[config.mk]
export PLATFORM = sky130hd
export DESIGN_NAME = tga_rle_decoder_core
export DESIGN_NICKNAME = d
export VERILOG_FILES = /design/src/rtl/tga_rle_pkg.sv /design/src/rtl/tga_rle_front.sv /design/src/rtl/tga_rle_fifo.sv /design/src/rtl/tga_rle_back.sv /design/src/rtl/tga_rle_decoder_core.sv
export SDC_FILE = /design/constraint.sdc
export NUM_CORES = 1
export LEC_CHECK = 0
export BUFFER_PORTS_ARGS = -buffer_cell sky130_fd_sc_hd__buf_2
export CAP_MARGIN = 5
export CORE_MARGIN = 4
export CORE_UTILIZATION = 60
export CTS_CLUSTER_DIAMETER = 150
export DETAILED_ROUTE_END_ITERATION = 12
export GPL_ROUTABILITY_DRIVEN = 0
export PLACE_DENSITY = 0.9
export SLEW_MARGIN = 20
export SYNTH_ARGS = -nofsm -noshare
export SYNTH_HDL_FRONTEND = slang
export SYNTH_HIERARCHICAL = 1
export SYNTH_SLANG_ARGS = --single-unit
export TNS_END_PERCENT = 100
[constraint.sdc]
create_clock -name clk_i -period 9 [get_ports clk_i]
set_input_delay 1.8 -clock clk_i [delete_from_list [all_inputs] [get_ports clk_i]]
set_output_delay 1.8 -clock clk_i [all_outputs]
set_load 0.05 [all_outputs]
[src/rtl/tga_rle_pkg.sv]
// Shared types and constants for the TGA run-length decoder.
`default_nettype none

package tga_rle_pkg;

  // How a pixel job ends: plain, last pixel of the image, or image overrun.
  typedef enum logic [1:0] {
    END_NONE = 2'd0,
    END_DONE = 2'd1,
    END_OVF  = 2'd2
  } end_kind_e;

  // One completed pixel and how many copies of it go out.
  typedef struct packed {
    logic [31:0] value;
    logic [7:0]  count;
    end_kind_e   kind;
  } pixel_job_t;

  // Configuration register indexes.
  localparam logic [1:0] REG_WIDTH  = 2'd0;
  localparam logic [1:0] REG_HEIGHT = 2'd1;
  localparam logic [1:0] REG_BPP    = 2'd2;

  // Packet header coding.
  localparam logic [7:0] RUN_FLAG = 8'd128;
  localparam logic [7:0] RUN_BIAS = 8'd127;

endpackage

`default_nettype wire

[src/rtl/tga_rle_front.sv]
// Front end: packet header parsing, pixel assembly and image bookkeeping.
`default_nettype none

module tga_rle_front (
  input  wire logic                    clk_i,
  input  wire logic                    rst_ni,
  input  wire logic                    in_valid_i,
  output logic                         in_ready_o,
  input  wire logic [7:0]              stream_byte_i,
  input  wire logic [31:0]             total_i,
  input  wire logic [2:0]              pix_size_i,
  output logic                         job_valid_o,
  output tga_rle_pkg::pixel_job_t      job_o,
  input  wire logic                    job_ready_i
);

  typedef enum logic [2:0] {
    PH_HEADER = 3'b001,
    PH_RAW    = 3'b010,
    PH_RUN    = 3'b100
  } phase_e;

  phase_e      phase_q, phase_d;
  logic [7:0]  left_q, left_d;
  logic [1:0]  bip_q, bip_d;
  logic [23:0] gather_q, gather_d;
  logic [31:0] done_q, done_d;

  logic        fire;
  logic [2:0]  bip_inc;
  logic [2:0]  size_m1;
  logic [31:0] byte_sh;
  logic [31:0] value;
  logic [31:0] remaining;
  logic        exhausted;
  logic [31:0] count_ext;
  logic [7:0]  left_dec;

  assign in_ready_o = job_ready_i;
  assign fire       = in_valid_i & job_ready_i;

  assign bip_inc   = {1'b0, bip_q} + 3'd1;
  assign size_m1   = pix_size_i - 3'd1;
  assign byte_sh   = {24'd0, stream_byte_i} << {bip_q, 3'b000};
  assign value     = {8'd0, gather_q} | ({24'd0, stream_byte_i} << {size_m1[1:0], 3'b000});
  assign remaining = total_i - done_q;
  assign exhausted = (done_q >= total_i);
  assign count_ext = {24'd0, left_q};
  assign left_dec  = left_q - 8'd1;

  always_comb begin
    phase_d     = phase_q;
    left_d      = left_q;
    bip_d       = bip_q;
    gather_d    = gather_q;
    done_d      = done_q;
    job_valid_o = 1'b0;
    job_o.value = value;
    job_o.count = 8'd0;
    job_o.kind  = tga_rle_pkg::END_NONE;

    if (fire) begin
      if ((phase_q == PH_HEADER) || (left_q == 8'd0)) begin
        if (stream_byte_i < tga_rle_pkg::RUN_FLAG) begin
          phase_d = PH_RAW;
          left_d  = stream_byte_i + 8'd1;
        end else begin
          phase_d = PH_RUN;
          left_d  = stream_byte_i - tga_rle_pkg::RUN_BIAS;
        end
        bip_d    = 2'd0;
        gather_d = 24'd0;
      end else if (bip_inc < pix_size_i) begin
        gather_d = gather_q | byte_sh[23:0];
        bip_d    = bip_inc[1:0];
      end else begin
        // Pixel complete: hand it on with its copy count and ending.
        bip_d       = 2'd0;
        gather_d    = 24'd0;
        job_valid_o = 1'b1;
        if (exhausted) begin
          job_o.count = 8'd0;
          job_o.kind  = tga_rle_pkg::END_OVF;
        end else if (phase_q == PH_RAW) begin
          job_o.count = 8'd1;
          if ((remaining == 32'd1) && (left_dec == 8'd0)) begin
            job_o.kind = tga_rle_pkg::END_DONE;
          end
        end else if (count_ext < remaining) begin
          job_o.count = left_q;
        end else if (count_ext == remaining) begin
          job_o.count = left_q;
          job_o.kind  = tga_rle_pkg::END_DONE;
        end else begin
          // Run passes the image end: only the pixels that fit go out.
          job_o.count = remaining[7:0];
          job_o.kind  = tga_rle_pkg::END_OVF;
        end

        if (job_o.kind != tga_rle_pkg::END_NONE) begin
          phase_d = PH_HEADER;
          left_d  = 8'd0;
          done_d  = 32'd0;
        end else if (phase_q == PH_RAW) begin
          done_d = done_q + 32'd1;
          left_d = left_dec;
          if (left_dec == 8'd0) begin
            phase_d = PH_HEADER;
          end
        end else begin
          done_d  = done_q + count_ext;
          phase_d = PH_HEADER;
          left_d  = 8'd0;
        end
      end
    end
  end

  always_ff @(posedge clk_i or negedge rst_ni) begin
    if (!rst_ni) begin
      phase_q  <= PH_HEADER;
      left_q   <= 8'd0;
      bip_q    <= 2'd0;
      gather_q <= 24'd0;
      done_q   <= 32'd0;
    end else begin
      phase_q  <= phase_d;
      left_q   <= left_d;
      bip_q    <= bip_d;
      gather_q <= gather_d;
      done_q   <= done_d;
    end
  end

endmodule

`default_nettype wire

[src/rtl/tga_rle_fifo.sv]
// Short job queue between the front and back ends.
`default_nettype none

module tga_rle_fifo #(
  parameter int unsigned DEPTH = 4
) (
  input  wire logic                    clk_i,
  input  wire logic                    rst_ni,
  input  wire logic                    wr_valid_i,
  output logic                         wr_ready_o,
  input  wire tga_rle_pkg::pixel_job_t wr_data_i,
  output logic                         rd_valid_o,
  input  wire logic                    rd_ready_i,
  output tga_rle_pkg::pixel_job_t      rd_data_o
);

  localparam int unsigned PtrW = $clog2(DEPTH);
  localparam int unsigned CntW = $clog2(DEPTH + 1);

  tga_rle_pkg::pixel_job_t slot_q [DEPTH];
  logic [PtrW-1:0] wptr_q, rptr_q;
  logic [CntW-1:0] cnt_q;
  logic            push, pop;

  assign wr_ready_o = (cnt_q != CntW'(DEPTH));
  assign rd_valid_o = (cnt_q != '0);
  assign push       = wr_valid_i & wr_ready_o;
  assign pop        = rd_valid_o & rd_ready_i;
  assign rd_data_o  = slot_q[rptr_q];

  always_ff @(posedge clk_i) begin
    if (push) begin
      slot_q[wptr_q] <= wr_data_i;
    end
  end

  always_ff @(posedge clk_i or negedge rst_ni) begin
    if (!rst_ni) begin
      wptr_q <= '0;
      rptr_q <= '0;
      cnt_q  <= '0;
    end else begin
      if (push) begin
        wptr_q <= (wptr_q == PtrW'(DEPTH - 1)) ? '0 : wptr_q + PtrW'(1);
      end
      if (pop) begin
        rptr_q <= (rptr_q == PtrW'(DEPTH - 1)) ? '0 : rptr_q + PtrW'(1);
      end
      if (push && !pop) begin
        cnt_q <= cnt_q + CntW'(1);
      end else if (pop && !push) begin
        cnt_q <= cnt_q - CntW'(1);
      end
    end
  end

endmodule

`default_nettype wire

[src/rtl/tga_rle_back.sv]
// Back end: expands pixel jobs into results of up to two pixels.
`default_nettype none

module tga_rle_back (
  input  wire logic                    clk_i,
  input  wire logic                    rst_ni,
  input  wire logic                    job_valid_i,
  output logic                         job_ready_o,
  input  wire tga_rle_pkg::pixel_job_t job_i,
  output logic                         out_valid_o,
  input  wire logic                    out_ready_i,
  output logic [31:0]                  first_pixel_o,
  output logic [31:0]                  second_pixel_o,
  output logic [1:0]                   pixel_valid_count_o,
  output logic                         last_of_input_o,
  output logic                         image_done_o,
  output logic                         overflow_error_o
);

  logic                      busy_q;
  tga_rle_pkg::pixel_job_t   job_q;
  logic [7:0]                left_q;

  logic        out_valid_q;
  logic [31:0] first_q, second_q;
  logic [1:0]  count_q;
  logic        last_q, done_q, err_q;

  logic        emit, fin, load;
  logic [1:0]  cnt;

  assign emit = busy_q & (~out_valid_q | out_ready_i);
  // An overrun ends on its pending pixel, possibly none; other jobs on their last pair.
  assign fin  = (job_q.kind == tga_rle_pkg::END_OVF) ? (left_q <= 8'd1) : (left_q <= 8'd2);
  assign cnt  = fin ? left_q[1:0] : 2'd2;
  assign load = job_valid_i & (~busy_q | (emit & fin));

  assign job_ready_o = load;

  always_ff @(posedge clk_i) begin
    if (load) begin
      job_q <= job_i;
    end
    if (emit) begin
      first_q  <= (cnt != 2'd0) ? job_q.value : 32'd0;
      second_q <= (cnt == 2'd2) ? job_q.value : 32'd0;
      count_q  <= cnt;
      last_q   <= fin;
      done_q   <= fin & (job_q.kind == tga_rle_pkg::END_DONE);
      err_q    <= fin & (job_q.kind == tga_rle_pkg::END_OVF);
    end
  end

  always_ff @(posedge clk_i or negedge rst_ni) begin
    if (!rst_ni) begin
      busy_q      <= 1'b0;
      left_q      <= 8'd0;
      out_valid_q <= 1'b0;
    end else begin
      if (load) begin
        busy_q <= 1'b1;
        left_q <= job_i.count;
      end else if (emit) begin
        busy_q <= ~fin;
        left_q <= left_q - 8'd2;
      end
      if (emit) begin
        out_valid_q <= 1'b1;
      end else if (out_ready_i) begin
        out_valid_q <= 1'b0;
      end
    end
  end

  assign out_valid_o         = out_valid_q;
  assign first_pixel_o       = first_q;
  assign second_pixel_o      = second_q;
  assign pixel_valid_count_o = count_q;
  assign last_of_input_o     = last_q;
  assign image_done_o        = done_q;
  assign overflow_error_o    = err_q;

endmodule

`default_nettype wire

[src/rtl/tga_rle_decoder_core.sv]
// Top level of the TGA run-length decoder: config registers, front, queue, back.
// A pixel-completing byte passes the job queue, back-end job register and result register.
// Throughput: one stream byte per cycle while the job queue has room, header and
//   partial-pixel bytes too. The back end gives one result per cycle unless the output
//   stalls; n run pixels give ceil(n/2) results, one more if an overrun ends on even n.
// Reset (rst_ni low, async): control clear, queue empty, width 1, height 1, 3 bytes/pixel.
`default_nettype none

module tga_rle_decoder_core #(
  parameter int unsigned QUEUE_DEPTH = 4
) (
  input  wire logic        clk_i,
  input  wire logic        rst_ni,
  // configuration write port
  input  wire logic        cfg_we_i,
  input  wire logic [1:0]  cfg_index_i,
  input  wire logic [15:0] cfg_wdata_i,
  // input stream, one byte per beat
  input  wire logic        in_valid_i,
  output logic             in_ready_o,
  input  wire logic [7:0]  stream_byte_i,
  // result stream
  output logic             out_valid_o,
  input  wire logic        out_ready_i,
  output logic [31:0]      first_pixel_o,
  output logic [31:0]      second_pixel_o,
  output logic [1:0]       pixel_valid_count_o,
  output logic             last_of_input_o,
  output logic             image_done_o,
  output logic             overflow_error_o
);

  // ---------------------------------------------------------------------------
  // Configuration. The pixel total is multiplied at write time so the front
  // end sees a ready product and the multiplier stays off the byte path.
  // ---------------------------------------------------------------------------
  logic [15:0] width_q, height_q;
  logic [2:0]  bpp_q;
  logic [31:0] total_q;
  logic [15:0] width_nx, height_nx;
  logic [2:0]  pix_size;

  assign width_nx  = (cfg_we_i && cfg_index_i == tga_rle_pkg::REG_WIDTH)  ? cfg_wdata_i : width_q;
  assign height_nx = (cfg_we_i && cfg_index_i == tga_rle_pkg::REG_HEIGHT) ? cfg_wdata_i : height_q;

  always_ff @(posedge clk_i or negedge rst_ni) begin
    if (!rst_ni) begin
      width_q  <= 16'd1;
      height_q <= 16'd1;
      bpp_q    <= 3'd3;
      total_q  <= 32'd1;
    end else if (cfg_we_i) begin
      unique case (cfg_index_i)
        tga_rle_pkg::REG_WIDTH:  width_q  <= cfg_wdata_i;
        tga_rle_pkg::REG_HEIGHT: height_q <= cfg_wdata_i;
        tga_rle_pkg::REG_BPP:    bpp_q    <= cfg_wdata_i[2:0];
        default: ;
      endcase
      total_q <= {16'd0, width_nx} * {16'd0, height_nx};
    end
  end

  // Pixel size clamp: zero acts as one byte, five and up as four.
  always_comb begin
    if (bpp_q == 3'd0) begin
      pix_size = 3'd1;
    end else if (bpp_q > 3'd4) begin
      pix_size = 3'd4;
    end else begin
      pix_size = bpp_q;
    end
  end

  // ---------------------------------------------------------------------------
  // Front end: parses packets, assembles pixels and resolves the image end,
  // so each job already knows how many copies go out and how it finishes.
  // ---------------------------------------------------------------------------
  logic                    fj_valid, fj_ready;
  tga_rle_pkg::pixel_job_t fj_job;
  logic                    bj_valid, bj_ready;
  tga_rle_pkg::pixel_job_t bj_job;

  tga_rle_front u_front (
    .clk_i        (clk_i),
    .rst_ni       (rst_ni),
    .in_valid_i   (in_valid_i),
    .in_ready_o   (in_ready_o),
    .stream_byte_i(stream_byte_i),
    .total_i      (total_q),
    .pix_size_i   (pix_size),
    .job_valid_o  (fj_valid),
    .job_o        (fj_job),
    .job_ready_i  (fj_ready)
  );

  // Job queue: lets the input keep flowing while a long run is expanded.
  tga_rle_fifo #(
    .DEPTH(QUEUE_DEPTH)
  ) u_fifo (
    .clk_i     (clk_i),
    .rst_ni    (rst_ni),
    .wr_valid_i(fj_valid),
    .wr_ready_o(fj_ready),
    .wr_data_i (fj_job),
    .rd_valid_o(bj_valid),
    .rd_ready_i(bj_ready),
    .rd_data_o (bj_job)
  );

  // Back end: one registered result per cycle unless stalled, pixel pairs, flags on last.
  tga_rle_back u_back (
    .clk_i              (clk_i),
    .rst_ni             (rst_ni),
    .job_valid_i        (bj_valid),
    .job_ready_o        (bj_ready),
    .job_i              (bj_job),
    .out_valid_o        (out_valid_o),
    .out_ready_i        (out_ready_i),
    .first_pixel_o      (first_pixel_o),
    .second_pixel_o     (second_pixel_o),
    .pixel_valid_count_o(pixel_valid_count_o),
    .last_of_input_o    (last_of_input_o),
    .image_done_o       (image_done_o),
    .overflow_error_o   (overflow_error_o)
  );

endmodule

`default_nettype wire
==> summary.txt, run 1 <==
Setup path
  – CP required: between 9 and 10 ns
  – Crit end category: register
  – Critical Path AT: 8.86 ns
  – Crit path max fanout: 16
  – Startpoint Class: input pin
  – Worst Path Class, Setup: input pin to register

Final layout
  – Design area: between 0.03 and 0.04 sq mm
  – # fillers: a little over 3,000
  – Final nets: around 3,000
  – Synth-to-Final Area Change: 9.40%
  – Layout cells sized above 1: 0.129
  – Ant. Diodes: 0

Yosys
  – Synth top area share: 0.286
  – YS warnings: 6
  – Synth Cell Area: 0.0284 sq mm
  – Compound-Gate Fraction of Synth Area: 0.0917
  – Post-synthesis adder-cell area fraction: 0.212
  – Mapped Avg Cell Area: 11.1 sq um
  – Combinational family with the most area after synthesis: adder cells
  – XOR/XNOR Fraction of Synth Area: 0.0222
  – Flops & latches, synth: 424
  – Netlist cell types: 89
  – EDFF count, synth: approximately 270
  – Top_reg_cell synth: edfxtp_1
  – Seq/Total Area, Yosys: 0.422
  – Post-synthesis simple-gate area fraction: 0.131
  – Mux contribution to synthesized area: 0.0611
  – Cell taking the most area after synthesis: edfxtp_1
  – Syn Inst Count: 2,561
  – Synthesized net count: between 2,000 and 3,000
  – Largest cells by area after synthesis: edfxtp_1 (29%), fa_1 (14%), dfrtp_1 (13%), ha_1 (7.4%), inv_1 (4.1%)
  – Synth async-reset ratio: 0.361

Routing
  – Drt first pass iters: 9
  – Average routed wire per standard cell: 22.3 um
  – DRC errors left: 0
  – Antenna Nets Post-Route: 0
  – DR iter-0 viols: 2,595
  – Detailed-route wire length: between 70,000 and 80,000 um
  – DR vias: around 21,000
  – Via/cell ratio: 6.46

STA
  – Final period util: 0.935
  – RSZ-0062 raised after global routing: false
  – Min Clock Period, post-route: 8.42 ns
  – Max_slew headroom: 0.247
  – # setup viols final: 0
  – Fin Setup TNS: 0 ns
  – Final Hold Vio Count: 0
  – Layout Skew: between 0.02 and 0.03 ns
  – Worst Tran Pin Value: approximately 1.1 ns
  – Max Slew Vio Count: 0
  – FMAX: ~120 MHz

Clocking
  – Clk buf depth: 3
  – CTS Sinks: roughly 420
  – CTS Hold Buffers Added: 0
  – TritonCTS clock tree: built
  – H-tree depth: 2
  – Post_cts resized: 0
  – Clock transition at path regs: around 0.060 ns
  – TritonCTS buffer count: 44
  – Postcts setup bufs: 0
  – Clock root cell: clkbuf_16
  – Clk_lat worst skew: ~0.58 ns

Job
  – Number of max-cap violations: 0

GRT
  – Global-route wire length before repair: about 120,000 um
  – Largest net degree at the start of global routing: 84
  – Initial antenna violation count: 0
  – Gr usage total: 0.290
  – Grt ovf: 0
  – Vias in the first global route: 22,300

Status
  – Outcome: finished clean

Placed design
  – DP HPWL: slightly above 50,000 um
  – Port bufs: 101
  – Placed Area: around 0.030 sq mm

Floorplan
  – Num ports: around 100
  – Initial Util: 0.609
  – Core area: between 0.04 and 0.05 sq mm
  – Rows: around 80
  – Die X: 226 um
  – Die height: between 200 and 250 um
  – DIE AREA: 0.0509 sq mm

Worst hold path
  – Tightest Hold Check Type: register to register
==> synth_stat cells, types with 8 or more instances <==
master / n
o211ai_1: 14
ha_1: 167
edfxtp_1: 271
nor3_1: 31
o21a_1: 10
fa_1: 197
mux2i_1: 41
nor2b_1: 58
nand2_1: 225
a211oi_1: 16
nor2_1: 213
o21bai_1: 12
and2_1: 54
mux4_2: 42
nand2b_1: 18
or3_1: 9
nand3_1: 54
xnor2_1: 55
and3_1: 20
buf_2: 21
a32o_1: 8
clkbuf_1: 73
a21o_1: 69
inv_1: 314
mux2_2: 31
o21ai_0: 43
dfrtp_1: 147
clkinv_1: 9
nand4_1: 27
a21oi_1: 121
o21ai_1: 12
xor2_1: 17
==> critical path: stages <==
cell      delay, ns
buf_2          0.10
inv_1          0.06
nor3_2         0.16
buf_4          0.33
mux2i_1        0.61
clkinv_1       0.42
nand2_1        0.20
fa_1           0.41
inv_1          0.08
fa_1           0.44
fa_1           0.56
fa_1           0.55
fa_1           0.55
inv_1          0.06
fa_1           0.52
inv_1          0.04
ha_1           0.39
a21o_1         0.21
a21o_1         0.19
a2111o_1       0.42
a21o_1         0.25
a311oi_2       0.25
xnor2_1        0.15
a21oi_1        0.09
==> flip-flops by register name, summed over array words and instances (netlist names), 3 cells and up <==
register	flops
u_front/phase_q	3
u_front/done_q	32
total_q	32
width_q	16
u_back/first_pixel_o	32
u_back/left_q	8
bpp_q	3
height_q	16
u_fifo/slot_q	168
u_fifo/cnt_q	3
u_back/second_pixel_o	32
u_front/left_q	8
u_front/gather_q	24
u_back/job_q	34
==> cell type report <==
cell class                 count  area [sq um]  area share
multi-input combinational   1704         14800       0.475
sequential                   424         12000       0.385
inverter                     325          1220      0.0394
clock buffer                  57          1190      0.0383
timing repair buffer         147           857      0.0276
tap                          607           759      0.0244
clock inverter                25           300     0.00966
==> metal layers <==
layer	up-vias	wire length, um	track usage
li1	8951	-	-
met1	10300	24900	0.349
met3	427	7620	0.0582
met4	0	4980	0.165
met5	-	0	0
met2	1571	35800	0.492
==> logic make-up (layout without fill, tap and decap cells) <==
group	Yosys count	count (layout)
compound gates	383	383
mux	116	116
flops	424	424
xor+xnor	72	72
fa+ha+maj	364	364
buf+inv	433	554
simple gates	769	769
==> worst paths after layout <==
kind                                                  start                          endpoint  slack [ns]  cells past startpoint
max in group asynchronous                            rst_ni      u_fifo/rptr_q[0]$_DFFE_PN0P_        6.15                      2
max                                                cfg_we_i           total_q[31]$_DFFE_PN0P_        0.58                     24
min reg2reg                u_front/gather_q[15]$_DFFE_PN0P_  u_front/gather_q[15]$_DFFE_PN0P_        0.51                      2
min in group asynchronous                            rst_ni    u_front/done_q[30]$_DFFE_PN0P_        1.31                      1
min                        u_front/gather_q[15]$_DFFE_PN0P_  u_front/gather_q[15]$_DFFE_PN0P_        0.51                      2
max reg2reg                          width_q[4]$_DFFE_PN0P_           total_q[31]$_DFFE_PN0P_        2.21                     20
==> cells in the final DEF, fill, tap and decap left out, types with 7 or more instances in the layout <==
cell and count:
nand2_1 225, nand3_1 54, a32o_1 8, o221ai_1 7, a31oi_1 7, fa_1 197, clkinv_1 12, and3_1 20
o21a_1 10, clkbuf_16 44, nor2b_1 58, nor2_1 212, ha_1 167, nand3b_1 7, nand4_1 27, clkbuf_1 9
a21oi_1 120, xor2_1 17, and2_1 54, or3_1 9, xnor2_1 55, nor3_1 31, o21ai_0 43, mux2_2 31
edfxtp_1 271, buf_4 46, o211ai_1 14, a21o_1 69, nand2b_1 18, o21ai_1 12, a211oi_1 16, dfrtp_1 146
o21bai_1 12, mux4_2 42, inv_1 313, mux2i_1 40, buf_2 100
==> through the flow <==
stage	utilization	hold slack, ns	cells	setup WS (ns)
6_report	0.666	0.513	3289	0.583
5_1_grt	0.666	0.528	3289	0.280
4_1_cts	0.666	0.511	3289	0.705
3_5_place_dp	0.634	0.486	3207	0.181
3_3_place_gp	0.634	0.467	3207	0.483
2_1_floorplan	-	0.447	2561	0.546
Power of run 1 is left out: the tool's default activity adds up to more than one toggle a clock period on the data nets, which glitch-free logic cannot reach.
==> run 2: changes to the inputs <==
- CORE_UTILIZATION: 60 -> 55
- PLACE_DENSITY: 0.9 -> 0.84
==> run 2 against run 1 <==
Maximum frequency is 1.6% higher. Sequential cell count stayed put. Clock-buffer cell count is 1 lower. Worst hold slack worse by 0.030 ns. Cell count is 2.2% higher. Wire length is 5.0% lower. Die area is 8.8% higher. Global-route usage is 3.6 points lower. Core utilization is 5.9 points lower.
==> summary.txt, run 2 (synthesis gave the netlist of run 1 again) <==
Final layout
  – Most frequent cells in the layout: inv_1 (313), edfxtp_1 (271), nand2_1 (225)
  – Fin util: 0.607
  – Number of flip-flops in the largest register: 168
  – Top flop regs: u_fifo/slot_q (168), u_back/job_q (34)
  – Final nets: 3,041
  – Most flop-heavy register: u_fifo/slot_q
  – Synth-to-Final Area Change: 9.39%
  – Layout cells sized above 1: 0.128
  – Finished Layout Cells: 3,363
  – Commonest non-fill, non-tap cell in the layout: inv_1

Floorplan
  – Num ports: around 100
  – Die height: roughly 240 um
  – DIE AREA: 0.0553 sq mm
  – Die X: between 200 and 250 um
  – Rows: slightly above 80
  – Core area: approximately 0.051 sq mm
  – Initial Util: 0.555

STA
  – Worst Tran Pin Value: ~1.0 ns
  – FMAX: around 120 MHz
  – RSZ-0062 raised after global routing: false
  – Max_slew headroom: 0.329
  – Max Slew Vio Count: 0
  – Final worst slack: 0.714 ns
  – Final Hold Vio Count: 0
  – Fin Setup TNS: 0 ns
  – Min Clock Period, post-route: around 8.3 ns
  – Final period util: 0.921
  – # setup viols final: 0
  – Layout Skew: between 0.015 and 0.02 ns

GRT
  – Initial antenna violation count: 0
  – Vias in the first global route: 21,800
  – Gr usage total: 0.254
  – Largest net degree at the start of global routing: between 80 and 90
  – Grt ovf: 0
  – Global-route wire length before repair: 114,000 um

Clocking
  – Clk buf depth: 3
  – Clock transition at path regs: about 0.06 ns
  – TritonCTS clock tree: built
  – H-tree depth: 2
  – TritonCTS buffer count: 43
  – Clk_lat worst skew: 0.59 ns
  – CTS Sinks: roughly 420
  – CTS Hold Buffers Added: 0
  – Post_cts resized: 0
  – Postcts setup bufs: 0
  – Clock root cell: clkbuf_16

Setup path
  – Worst Path Class, Setup: input pin to register
  – Most common cell type on the critical path: fa_1
  – Crit-path max cell delay: approximately 0.57 ns
  – Crit path max fanout: 16
  – Crit end category: register
  – Worst path slowest cell: fa_1
  – Critical Path AT: approximately 8.8 ns
  – Startpoint Class: input pin
  – CP required: between 9 and 10 ns

Routing
  – DR iter-0 viols: just under 2,000
  – DR vias: 20,500
  – Drt first pass iters: 6
  – Via/cell ratio: roughly 6
  – Antenna Nets Post-Route: 0
  – Detailed-route wire length: 69,600 um
  – Average routed wire per standard cell: between 20 and 25 um
  – DRC errors left: 0

Placed design
  – Port bufs: between 100 and 150
  – Placed Cells: between 3,000 and 4,000
  – Dpl ws: approximately 0.19 ns
  – DP HPWL: about 50,000 um

Worst hold path
  – Tightest Hold Check Type: register to register

Job
  – Number of max-cap violations: 0

Status
  – Outcome: finished clean
-- run 2: cell count changes in the layout (fill, tap and decap cells not counted), sizes merged --
cell | before | now
buf | 147 | 148
clkbuf | 57 | 56
diode | 0 | 2
bufinv | 5 | 2
clkinv | 21 | 25
inv | 319 | 317
-- run 2: area by class of cell --
class	count	area [sq um]
antenna	2	5.00
timing repair buffer	148	865
tap	680	851
fill	3774	20100
inverter	325	1220
sequential	424	12000
multi-input combinational	1704	14800
clock inverter	24	225
clock buffer	56	1160
-- run 2: stage by stage --
stage	hold slack [ns]	area, sq um
after global placement	0.462	29700
after global routing	0.490	31100
after floorplan	0.447	28400
final	0.483	31100
after CTS	0.483	31100
after detailed placement	0.471	29700
-- run 2: critical path, delay by kind of cell --
family / cells / cell delay, ns
adders and majority gates: 7 / 3.50
buffers and inverters: 8 / 1.27
AOI/OAI and AO/OA: 5 / 1.21
muxes: 2 / 0.41
and+or+nand+nor: 2 / 0.40
xor gates and xnor gates: 1 / 0.16
-- run 2: worst paths after layout --
| check | end | startpoint | slack [ns] | cells past startpoint |
|---|---|---|---|---|
| min in group asynchronous | u_front/done_q[24]$_DFFE_PN0P_ | rst_ni | 1.31 | 1 |
| hold / removal | u_fifo/cnt_q[2]$_DFFE_PN0P_ | u_fifo/cnt_q[2]$_DFFE_PN0P_ | 0.48 | 1 |
| setup / recovery | total_q[26]$_DFFE_PN0P_ | cfg_we_i | 0.71 | 25 |
| setup reg to reg | total_q[26]$_DFFE_PN0P_ | height_q[7]$_DFFE_PN0N_ | 2.29 | 20 |
| hold reg to reg | u_fifo/cnt_q[2]$_DFFE_PN0P_ | u_fifo/cnt_q[2]$_DFFE_PN0P_ | 0.48 | 1 |
| max in group asynchronous | bpp_q[2]$_DFFE_PN0P_ | rst_ni | 6.25 | 2 |
-- run 2: metal layers --
metal / part of all wire / vias to the layer above / GRT usage
met5: 0 / - / 0
met4: 0.050 / 0 / 0.113
met3: 0.086 / 283 / 0.0526
met2: 0.50 / 1159 / 0.440
met1: 0.36 / 10100 / 0.310
li1: - / 8948 / -
Power of run 2 is left out for the same reason.
